===== config.mk =====
export PLATFORM = sky130hd
export DESIGN_NAME = tmcw_regs
export DESIGN_NICKNAME = d
export VERILOG_FILES = /design/src/sv/tmcw_pkg.sv /design/src/sv/tmcw_regs.sv
export SDC_FILE = /design/constraint.sdc
export NUM_CORES = 1
export LEC_CHECK = 0
export ABC_AREA = 1
export BUFFER_PORTS_ARGS = -buffer_cell sky130_fd_sc_hd__buf_2
export CAP_MARGIN = 15
export CORE_UTILIZATION = 29
export DETAILED_ROUTE_END_ITERATION = 6
export GPL_TIMING_DRIVEN = 0
export MAX_ROUTING_LAYER = met4
export PLACE_DENSITY_LB_ADDON = 0.15
export SLEW_MARGIN = 5
export SYNTH_ARGS = -nofsm -noshare
export SYNTH_HDL_FRONTEND = slang
export SYNTH_SLANG_ARGS = --single-unit

===== constraint.sdc =====
create_clock -name clk -period 2.05 [get_ports clk]
set_input_delay 0.3075 -clock clk [delete_from_list [all_inputs] [get_ports clk]]
set_output_delay 0.3075 -clock clk [all_outputs]
set_load 0.02 [all_outputs]

===== src/sv/tmcw_pkg.sv =====
package tmcw_pkg;

  localparam int SCREEN_COLUMNS_DEF = 80;
  localparam int SCREEN_ROWS_DEF    = 25;
  localparam int TAB_STOP           = 8;

  localparam logic [7:0] ATTR_RESET = 8'h0F;

  localparam logic [7:0] CH_BACKSPACE = 8'h08;
  localparam logic [7:0] CH_TAB       = 8'h09;
  localparam logic [7:0] CH_LINE_FEED = 8'h0A;
  localparam logic [7:0] CH_RETURN    = 8'h0D;
  localparam logic [7:0] CH_SPACE     = 8'h20;

  // APB register index (paddr[2])
  localparam logic [0:0] REG_COLOUR_ATTR = 1'b0;

  typedef enum logic [1:0] {
    OP_PUT   = 2'd0,
    OP_READ  = 2'd1,
    OP_CLEAR = 2'd2
  } op_e;

  typedef struct packed {
    logic [1:0]  operation;
    logic [7:0]  char_code;
    logic [10:0] cell_index;
  } req_t;

  typedef struct packed {
    logic [4:0]  cursor_row;
    logic [6:0]  cursor_column;
    logic [10:0] cursor_offset;
    logic [15:0] cell_data;
  } result_t;

  typedef enum logic [2:0] {
    ST_INIT,
    ST_IDLE,
    ST_PUT,
    ST_REPORT,
    ST_COPY,
    ST_ZERO
  } state_e;

  typedef struct packed {
    logic accept;
    logic home;
    logic put_exec;
    logic copy_init;
    logic copy_step;
    logic zero_init;
    logic zero_step;
    logic emit;
  } ctrl_cmd_t;

  typedef struct packed {
    logic scroll;
    logic copy_done;
    logic sweep_done;
  } ctrl_stat_t;

endpackage


===== src/sv/tmcw_regs.sv =====
module tmcw_regs (
  input  logic        clk,
  input  logic        rst,
  input  logic        psel,
  input  logic        penable,
  input  logic        pwrite,
  input  logic [2:0]  paddr,
  input  logic [31:0] pwdata,
  output logic [31:0] prdata,
  output logic        pready,
  output logic [7:0]  attr
);

  logic wr_en;

  assign pready = 1'b1;
  assign wr_en  = psel && penable && pwrite && pready;

  always_ff @(posedge clk) begin
    if (rst) begin
      attr <= tmcw_pkg::ATTR_RESET;
    end else if (wr_en && (paddr[2:2] == tmcw_pkg::REG_COLOUR_ATTR)) begin
      attr <= pwdata[7:0];
    end
  end

  // low address bits select a byte lane and are ignored
  always_comb begin
    if (paddr[2:2] == tmcw_pkg::REG_COLOUR_ATTR) begin
      prdata = {24'd0, attr};
    end else begin
      prdata = 32'd0;
    end
  end

endmodule


# --- After elaboration in Yosys (flattened, before gate mapping) ---
# Cells that the tools add are included.
op_classes:
  mux: 1
  n_bitwise: 1
  reduce_logical: 3
op_table:
  columns: ["operator", "n"]
  rows:
  - ["$mux 8", 1]
  - ["$logic_and 1x1->1", 3]
  - ["$not 1->1", 1]
word_totals:
  regBits: 8
  in_bits: 40

# --- Logic depth before layout (Yosys ltp) ---
logic_depth:
  ltp_word: 3
  ltp_mapped: 6
  ltp_nobuf: 5

# --- Worst setup path after synthesis ---
# No wires, ideal clock.
synth_path:
  path_type: "register to output"
  from: "reg attr[4]"
  to: "out prdata[4]"
  arrival_time_ps: 798
  required_time_ps: 1742
  path_slack_ps: 944
  stages_incl_launch_ff: 3
  n_path_buf: 0
  path_cell_list: "dfxtp_1 > inv_1 > nor2_1"
synth_via:
  elab_chain_cells: 1
synth_rtl:
  columns: ["item", "line", "rtl"]
  rows:
  - ["from (decl)", "tmcw_regs.sv:11", "output logic [7:0] attr"]
  - ["from (signal assigned)", "tmcw_regs.sv:21", "attr <= tmcw_pkg::ATTR_RESET;"]
  - ["from (signal assigned)", "tmcw_regs.sv:23", "attr <= pwdata[7:0];"]
  - ["$mux 8", "tmcw_regs.sv:29", "if (paddr[2:2] == tmcw_pkg::REG_COLOUR_ATTR) begin"]
  - ["to (decl)", "tmcw_regs.sv:9", "output logic [31:0] prdata,"]
# No other way between the ends.

# --- Worst setup path in the final report ---
layout_path:
  from: "reg attr[7]"
  to: "out prdata[7]"
# The elaborated chain is that of the path after synthesis.

==> metrics <==
latest clock arrival within the worst-skew pair=0.26 ns; count of vias placed by the detailed router=600; Cell Area, Synth=644 sq um; # setup viols final=0; type of element launching the critical path=flop; power density normalized to cell area=481 nW/um^2; initial core utilization=31.9%; period utilization=58.8%; M1 GR Usage=10.9%; number of antenna diodes=0; Cells after Synth=93; WL/cell=6.92 microns; source of the critical timing path=attr[7]; required time reported for the critical path endpoint=1.74 ns; start-to-end type of the worst setup path=flop to output port; number of placement rows=16; antenna-violating nets left=0; clock root buffer master=clkbuf_4; average instance area after synthesis=6.93 sq um; Critical Path Sink Type=output port; register bit total from synthesis=8; via count of the first global-routing pass=442; Critical-path top delay cell=dfxtp_1; sequential fraction of the synthesis area=24.9%; most common cell after layout, fill and taps aside=buf_2; residual DRC count=0; cells along the critical path=inv_1 > nor2_1 > buf_2; total track usage=10.5%; DP HPWL=969 microns; iteration count of the initial detailed-routing pass=4; Die H=49.1 microns; final routed wirelength across all metal layers=1.20 mm; maximum buffer depth of the clock tree=2; reg-to-reg startpoint=attr[6]; highest achievable clock rate=830 MHz; wire length of the first global-routing pass=1.88 mm; Num Clock Sinks=8; Worst Min Path Start=pwdata[0]; Final Hold Slack=0.261 ns; Vias/cell=3.45; placeable core region=2020 sq um; final hold violation count=0; Synth cell types=14; weighted congestion reported at the end of routability-driven placement=0.662; max capacitance violation total=0; unrepaired setup endpoints after global routing=false; Setup Buffers After CTS=0; iteration-0 DRC count of the detailed router=8; CTS H-tree lvls=1; peak fanout along the critical path=3; GRT overflow=0; relative area change from synthesis to final layout=43.9%; top-area cell type share of the netlist area=29.1%; pin count of the biggest net entering global routing=11; Synth area leader=buf_4; Die X-Extent=49.1 microns; initial antenna violation count=0; I/O pin count=81; post-cts sizing count=0; data arrival time of the critical path=0.90 ns; biggest registers after layout=attr x8; shortest clock period the worst path allows after layout=1.21 ns; worst setup margin=0.845 ns; number of flip-flops under the largest register name=8; Yosys warnings=0; number of nets in the final layout=189; fraction of final layout cells sized beyond drive strength 1=45.6%; number of buffers added on ports=28; most flop-heavy register=attr; met3 Resource Use GR=5.30%; Sum Neg Setup Slack=0 ns; Tightest Hold Check Type=primary input to flop; met2 routing resource usage after global routing=17.4%; pre-CTS setup slack=1.03 ns; clock buffer count from CTS=3; most utilized layer in the global route result=met2; commonest non-fill, non-tap cells in the layout=buf_2 (28), buf_4 (25), conb_1 (25), inv_1 (15); maximum vdd drop=270 uV; clock slew at the register clock pins of the worst setup and hold paths=0.05 ns; Hold-fix buffers, CTS=0; Final Max Slew Viols=0; most area-consuming cells after synthesis=buf_4 (29%), dfxtp_1 (25%), inv_1 (8.7%), nand2_1 (7.0%), nor2_1 (7.0%); skew final=0 ns; Leak Pwr=0.621 nW; die area=2410 sq um; result of the run=completed; Largest stage delay, worst path=0.36 ns; clock tree from TritonCTS=done
kinds of logic (layout without fill, tap and decap cells):
logic type / Yosys count / after routing / synth area share, %
buffers and inverters: 42 / 73 / 40.6
AND/OR/NAND/NOR: 41 / 41 / 33.4
flip-flops: 8 / 8 / 24.9
other: 2 / 25 / 1.17
metrics by stage:
stage | instance area [sq um] | utilization, % | power, mW | cells
2_1_floorplan | 731 | - | 0.295 | 116
3_3_place_gp | 905 | 44.7 | 0.324 | 171
3_5_place_dp | 905 | 44.7 | 0.325 | 171
4_1_cts | 927 | 45.9 | 0.451 | 174
5_1_grt | 927 | 45.9 | 0.470 | 174
6_report | 927 | 45.9 | 0.446 | 174
cell usage after synthesis, drive strengths merged:
cell type / number
buf: 26
nor2: 18
inv: 16
nand2: 15
dfxtp: 8
nand3: 8
conb: 2
cell type report:
cell class	count	area, sq um
Sequential cell	8	160
Multi-Input combinational cell	66	309
Buffer	26	199
Tap cell	27	33.8
Clock buffer	3	22.5
Timing Repair Buffer	28	140
Fill cell	231	1090
Inverter	16	62.6
report_power, final:
| part | total [mW] | internal, mW | leakage (nW) | switching (mW) |
|---|---|---|---|---|
| logic | 0.157 | 0.0624 | 0.542 | 0.0948 |
| clock network | 0.123 | 0.0672 | 0.0138 | 0.0561 |
| registers | 0.165 | 0.161 | 0.0652 | 0.00416 |
final timing paths:
kind,to,slack (ns),cells after the start
worst min-delay path,attr[0],0.26,3
worst min register to register,attr[3],0.48,2
worst max-delay path,prdata[7],0.84,3
worst max register to register,attr[6],1.48,2
critical path, delay by kind of cell (launching register included):
family	cells	cell delay (ns)
simple gates	1	0.07
flops	1	0.36
buf+inv	2	0.21
routing by layer:
metal | share of wire, % | vias to the layer above
met4 | 0 | 0
met3 | 12 | 0
li1 | - | 328
met1 | 42 | 234
met2 | 46 | 38
met5 | 0 | -
No activity file was read; power rests on OpenSTA's default activity.
