<file path="src/sv/tmcw_pkg.sv">
package tmcw_pkg;

  localparam int SCREEN_COLUMNS_DEF = 80;
  localparam int SCREEN_ROWS_DEF    = 25;
  localparam int TAB_STOP           = 8;

  localparam logic [7:0] ATTR_RESET = 8'h0F;

  localparam logic [7:0] CH_BACKSPACE = 8'h08;
  localparam logic [7:0] CH_TAB       = 8'h09;
  localparam logic [7:0] CH_LINE_FEED = 8'h0A;
  localparam logic [7:0] CH_RETURN    = 8'h0D;
  localparam logic [7:0] CH_SPACE     = 8'h20;

  // APB register index (paddr[2])
  localparam logic [0:0] REG_COLOUR_ATTR = 1'b0;

  typedef enum logic [1:0] {
    OP_PUT   = 2'd0,
    OP_READ  = 2'd1,
    OP_CLEAR = 2'd2
  } op_e;

  typedef struct packed {
    logic [1:0]  operation;
    logic [7:0]  char_code;
    logic [10:0] cell_index;
  } req_t;

  typedef struct packed {
    logic [4:0]  cursor_row;
    logic [6:0]  cursor_column;
    logic [10:0] cursor_offset;
    logic [15:0] cell_data;
  } result_t;

  typedef enum logic [2:0] {
    ST_INIT,
    ST_IDLE,
    ST_PUT,
    ST_REPORT,
    ST_COPY,
    ST_ZERO
  } state_e;

  typedef struct packed {
    logic accept;
    logic home;
    logic put_exec;
    logic copy_init;
    logic copy_step;
    logic zero_init;
    logic zero_step;
    logic emit;
  } ctrl_cmd_t;

  typedef struct packed {
    logic scroll;
    logic copy_done;
    logic sweep_done;
  } ctrl_stat_t;

endpackage

</file>
<file path="src/sv/tmcw_ctrl.sv">
module tmcw_ctrl (
  input  logic                   clk,
  input  logic                   rst,
  input  logic                   start,
  input  logic [1:0]             operation,
  input  tmcw_pkg::ctrl_stat_t   stat,
  output tmcw_pkg::ctrl_cmd_t    cmd,
  output logic                   busy
);

  tmcw_pkg::state_e state, state_next;

  always_ff @(posedge clk) begin
    if (rst) begin
      state <= tmcw_pkg::ST_INIT;
    end else begin
      state <= state_next;
    end
  end

  always_comb begin
    state_next = state;
    cmd        = '0;
    busy       = 1'b1;
    unique case (state)
      tmcw_pkg::ST_INIT: begin
        cmd.zero_step = 1'b1;
        if (stat.sweep_done) begin
          state_next = tmcw_pkg::ST_IDLE;
        end
      end
      tmcw_pkg::ST_IDLE: begin
        busy = 1'b0;
        if (start) begin
          cmd.accept = 1'b1;
          if (operation == tmcw_pkg::OP_PUT) begin
            state_next = tmcw_pkg::ST_PUT;
          end else if (operation == tmcw_pkg::OP_CLEAR) begin
            cmd.home      = 1'b1;
            cmd.zero_init = 1'b1;
            state_next    = tmcw_pkg::ST_ZERO;
          end else begin
            state_next = tmcw_pkg::ST_REPORT;
          end
        end
      end
      tmcw_pkg::ST_PUT: begin
        cmd.put_exec = 1'b1;
        if (stat.scroll) begin
          cmd.copy_init = 1'b1;
          state_next    = tmcw_pkg::ST_COPY;
        end else begin
          cmd.emit   = 1'b1;
          state_next = tmcw_pkg::ST_IDLE;
        end
      end
      tmcw_pkg::ST_REPORT: begin
        cmd.emit   = 1'b1;
        state_next = tmcw_pkg::ST_IDLE;
      end
      tmcw_pkg::ST_COPY: begin
        cmd.copy_step = 1'b1;
        if (stat.copy_done) begin
          state_next = tmcw_pkg::ST_ZERO;
        end
      end
      tmcw_pkg::ST_ZERO: begin
        cmd.zero_step = 1'b1;
        if (stat.sweep_done) begin
          cmd.emit   = 1'b1;
          state_next = tmcw_pkg::ST_IDLE;
        end
      end
      default: begin
        state_next = tmcw_pkg::ST_IDLE;
      end
    endcase
  end

endmodule

</file>
<file path="config.mk">
export PLATFORM = sky130hd
export DESIGN_NAME = tmcw_ctrl
export DESIGN_NICKNAME = d
export VERILOG_FILES = /design/src/sv/tmcw_pkg.sv /design/src/sv/tmcw_ctrl.sv
export SDC_FILE = /design/constraint.sdc
export NUM_CORES = 1
export LEC_CHECK = 0
export BUFFER_PORTS_ARGS = -buffer_cell sky130_fd_sc_hd__buf_4
export CORE_AREA = 2 2 39 41
export CTS_CLUSTER_SIZE = 28
export DETAILED_ROUTE_END_ITERATION = 10
export DIE_AREA = 0 0 41 43
export PLACE_DENSITY = 0.45
export SLEW_MARGIN = 5
export SYNTH_ARGS = -nofsm -noshare
export SYNTH_HDL_FRONTEND = slang
export SYNTH_SLANG_ARGS = --single-unit
</file>
<file path="constraint.sdc">
create_clock -name clk -period 1.4 [get_ports clk]
set_input_delay 0.21 -clock clk [delete_from_list [all_inputs] [get_ports clk]]
set_output_delay 0.21 -clock clk [all_outputs]
set_load 0.01 [all_outputs]
</file>
**Yosys cells after proc, flatten, opt, wreduce, memory -nomap -nowiden**

Cells that the tools add are included.
W data, S select, Z words.

- Flip-flop bits (word level): 3
- Latch bits: 0
- RAM bits: 0
- Bits in read-only memories: 0
- Bits of input ports: 8
- Logic and storage cells: 35
- Memories: 0

- Add/sub/neg operators: 0
- $mul: 0
- Div/mod/pow operators: 0
- $lt $le $gt $ge: 0
- Equality and inequality tests: 9
- Shifts and indexed selects: 0
- Muxes and demuxes: 21
- Bitwise logic cells: 0
- Reduce and logical (&&, ||, !) cells: 4

Operators by type and width:

| operator | number |
|---|---|
| $mux W3 | 6 |
| $pmux W3 S4 | 1 |
| $mux W1 | 10 |
| $eq A3 B2 Y1 const B | 2 |
| $eq A3 B3 Y1 const B | 2 |
| $mux W2 | 3 |
| $ne A2 B2 Y1 const B | 2 |
| $eq A3 B1 Y1 const B | 1 |
| $logic_not A3 Y1 | 1 |
| $pmux W1 S3 | 1 |
| $reduce_and A3 Y1 | 1 |
| $eq A2 B2 Y1 const B | 1 |
| $logic_not A2 Y1 | 1 |
| $ne A2 B1 Y1 const B | 1 |
| $reduce_or A2 Y1 | 1 |

**Depth between registers and ports, before layout**

- Word-level depth: 5
- Mapped depth: 5

**Least setup slack after synthesis**

No wires, ideal clock.

- Path type: register -> output
- Start point: register state[1]
- End point: output port cmd[6] in the netlist's numbering
- Arrival time: 1.153 ns
- Required time: 1.190 ns
- Setup slack: 0.037 ns
- Cell stages (with the launch flop): 6
- Path through: dfxtp_1 > clkbuf_1 > nand2b_1 > nor2_1 > and3_1 > buf_4

RTL lines:

| element | RTL line | source |
|---|---|---|
| from (decl) | tmcw_ctrl.sv:11 | `tmcw_pkg::state_e state, state_next;` |
| from (signal assigned) | tmcw_ctrl.sv:15 | `state <= tmcw_pkg::ST_INIT;` |
| from (signal assigned) | tmcw_ctrl.sv:17 | `state <= state_next;` |
| to (decl) | tmcw_ctrl.sv:7 | `output tmcw_pkg::ctrl_cmd_t cmd,` |

==> reports/results.txt <==
delay contributed by the slowest stage of the critical path - 0.35 ns
Compound-Gate Fraction of Synth Area - 0.199
overall global routing resource usage - 0.105
portion of netlist area occupied by mux cells - 0.0813
syn_nets - 47
arrival time at the worst endpoint - 1.15 ns
number of flip-flops under the largest register name - 3
total of endpoints with negative setup slack in the final report - 0
number of placement rows - 14
clock insertion delay at the later pin of the skew report - 0.23 ns
core region area - 1380 sq um
sinks on the clock net - 3
clock tree from TritonCTS - yes
FF+latch count, synth - 3
critical path, cell by cell - nand2b_4 > nor2_4 > and3_4 > buf_4
post-route minimum period - 1.36 ns
detail-routed via count per cell - 4.46
Core Util, Final - 0.394
via count of the first global-routing pass - 322
share of final-layout standard cells stronger than drive strength 1 - 0.603
count of unique library cells instantiated by Yosys - 25
relative contribution of sequential cells to total power - 0.252
floorplan die area - 1760 sq um
ratio of final minimum period to clock period - 0.969
total area of multi-input combinational cells - 245 sq um
sequential cell area fraction in the yosys report - 0.195
largest vdd supply drop - 0.345 mV
number of optimization iterations in the first detailed-route pass - 2
max-slew violation count - 0
endpoints failing hold - 0
post-DP HPWL - 629 um
most flop-heavy register - state
wire per inst - 10.3 um
kind of cell adding the most delay to the critical path - simple AND/OR/NAND/NOR gates
P_leak - 0.000247 uW
wire length of the first global-routing pass - 1210 um
largest registers - state (3)
Overall Power - 412 uW
boundary pin count - 17
clock-pin slew on the worst setup and hold paths - 0.04 ns
hold crit path type - in -> reg
number of antenna violations at the first check in global routing - 0
Register Area - 66.3 sq um
Crit Path Class - reg -> out
maximum fanout along the worst path - 7
cell count after synthesis - 39
Buf+Inv Stages, Crit Path - 1
number of DRC violations after detailed routing - 0
Sw Share - 0.290
iteration-0 DRC count of the detailed router - 1
Startpoint Class - flop
buffer depth of the longest clock path - 2
endpoint class of the critical path - output port
maximum clock skew at final layout - 0.000321 ns
XOR/XNOR Fraction of Synth Area - 0.0285
CP max-delay cell - sky130_fd_sc_hd__dfxtp_4
Die Ht - 43 um
net count reported at finish - 72
top_reg_cell synth - sky130_fd_sc_hd__dfxtp_1
Filler cells - 154
H-Tree Depth - 1
Die X - 41 um
data required time at the worst endpoint - 1.19 ns
routed wire length - 817 um
FMAX - 0.737 GHz
simple-gate share of the synthesized area - 0.382
GRT overflow - 0
Port Buffers - 16
headroom to the max-slew limit - 0.699
adder and majority cell fraction of the synthesized area - 0
root buffer selected by CTS - sky130_fd_sc_hd__clkbuf_4
max cap viols - 0
power density over the cells - 755 nW/um^2
area delta synth->final - 77.2%
number of antenna cells inserted - 0
main combinational cell family by area after synthesis - simple AND/OR/NAND/NOR gates
vias after detailed routing - 352
Clk pwr share - 0.362
initial standard-cell utilization of the core - 0.222
Worst Hold Margin - 0.160 ns
run status - finished, final reports clean
slew at the pin closest to its max-slew limit - 0.451 ns
net switching power - 120 uW
post-detailed-route count of antenna-violating nets - 0
proportion of power drawn by combinational gates - 0.387
summed instance area of the synthesized netlist - 308 sq um
internal power consumption - 292 uW
count of flip-flops with a built-in enable after synthesis - 0
number of clock buffers inserted by TritonCTS - 3
final weighted congestion of routability-driven global placement - 0.758
number of warning messages in the yosys log - 0
pin count of the biggest net entering global routing - 10
Async SR Flop Fraction - 0
synthesized area per cell - 7.89 sq um
[worst register-to-register path, cell delays in order (launching register included)]
cell                      delay [ns]
sky130_fd_sc_hd__dfxtp_4        0.35
sky130_fd_sc_hd__buf_4          0.15
sky130_fd_sc_hd__nor4b_1        0.34
sky130_fd_sc_hd__a21oi_1        0.08
sky130_fd_sc_hd__o31a_1         0.28
[power groups by stage]
stage / Sequential [uW] / Clock [uW] / Combinational (uW)
2_1_floorplan: 95.3 / 0 / 82.8
3_3_place_gp: 103 / 0 / 138
3_5_place_dp: 103 / 0 / 137
4_1_cts: 103 / 159 / 139
5_1_grt: 105 / 164 / 175
6_report: 104 / 149 / 159
[routing by layer]
layer,up-vias,track usage,share of wire
met1,156,0.119,0.38
met4,0,0.100,0.012
li1,185,-,-
met5,-,0,0
met3,2,0.0157,0.054
met2,9,0.156,0.55
[final timing paths]
path / end / from / cells after the start / slack (ns)
max: cmd[6] / state[1] / 4 / 0.04
min: state[2] / rst / 2 / 0.16
max reg2reg: state[0] / state[1] / 4 / 0.09
min reg2reg: state[1] / state[2] / 1 / 0.54
[synthesized netlist by cell type, drive strengths merged (2+ instances only)]
master | instances | share of area
nor2b | 4 | 0.081
buf | 3 | 0.077
a21oi | 2 | 0.033
and2 | 2 | 0.041
inv | 2 | 0.024
dfxtp | 3 | 0.20
nor4b | 2 | 0.057
nor2 | 5 | 0.061
nand2 | 2 | 0.024
[per-stage QoR]
stage | cell area [sq um] | worst slack (ns) | std cells | setup TNS, ns
final | 546 | 0.0433 | 79 | 0
after global routing | 546 | -0.00603 | 79 | -0.0109
after CTS | 492 | -0.0314 | 76 | -0.0894
after detailed placement | 458 | 0.112 | 72 | 0
after global placement | 458 | 0.0813 | 72 | 0
after floorplan | 308 | 0.0372 | 39 | 0
[placed cells by master (no fill, tap or decap), types with 2 or more instances in the layout]
cell / count
sky130_fd_sc_hd__a21oi_1: 2
sky130_fd_sc_hd__dfxtp_2: 2
sky130_fd_sc_hd__inv_1: 2
sky130_fd_sc_hd__and2_1: 2
sky130_fd_sc_hd__nor4b_1: 2
sky130_fd_sc_hd__nand2_1: 2
sky130_fd_sc_hd__buf_4: 24
sky130_fd_sc_hd__nor2_1: 4
sky130_fd_sc_hd__clkbuf_4: 3
sky130_fd_sc_hd__nor2b_1: 3
[area by class of cell]
| type | count | area share |
|---|---|---|
| Timing Repair Buffer | 24 | 0.330 |
| Sequential cell | 3 | 0.122 |
| Clock buffer | 4 | 0.0482 |
| Tap cell | 16 | 0.0367 |
| Inverter | 2 | 0.0138 |
| Multi-Input combinational cell | 30 | 0.450 |
[repair_timing]
| action | CTS | global route |
|---|---|---|
| buffers inserted | 0 | 3 |
| setup endpoints to repair | 7 | 7 |
| resized for setup | 4 | 7 |
| pin swaps | 0 | 2 |
| hold buffers | 0 | 0 |
[kinds of logic (layout without fill, tap and decap cells)]
family / Yosys count / after routing
buffers and inverters: 6 / 30
and+or+nand+nor: 20 / 20
DFF: 3 / 3
xor gates and xnor gates: 1 / 1
muxes: 2 / 2
AOI/OAI and AO/OA: 7 / 7
Note: power is estimated with default switching activity, not from simulation.
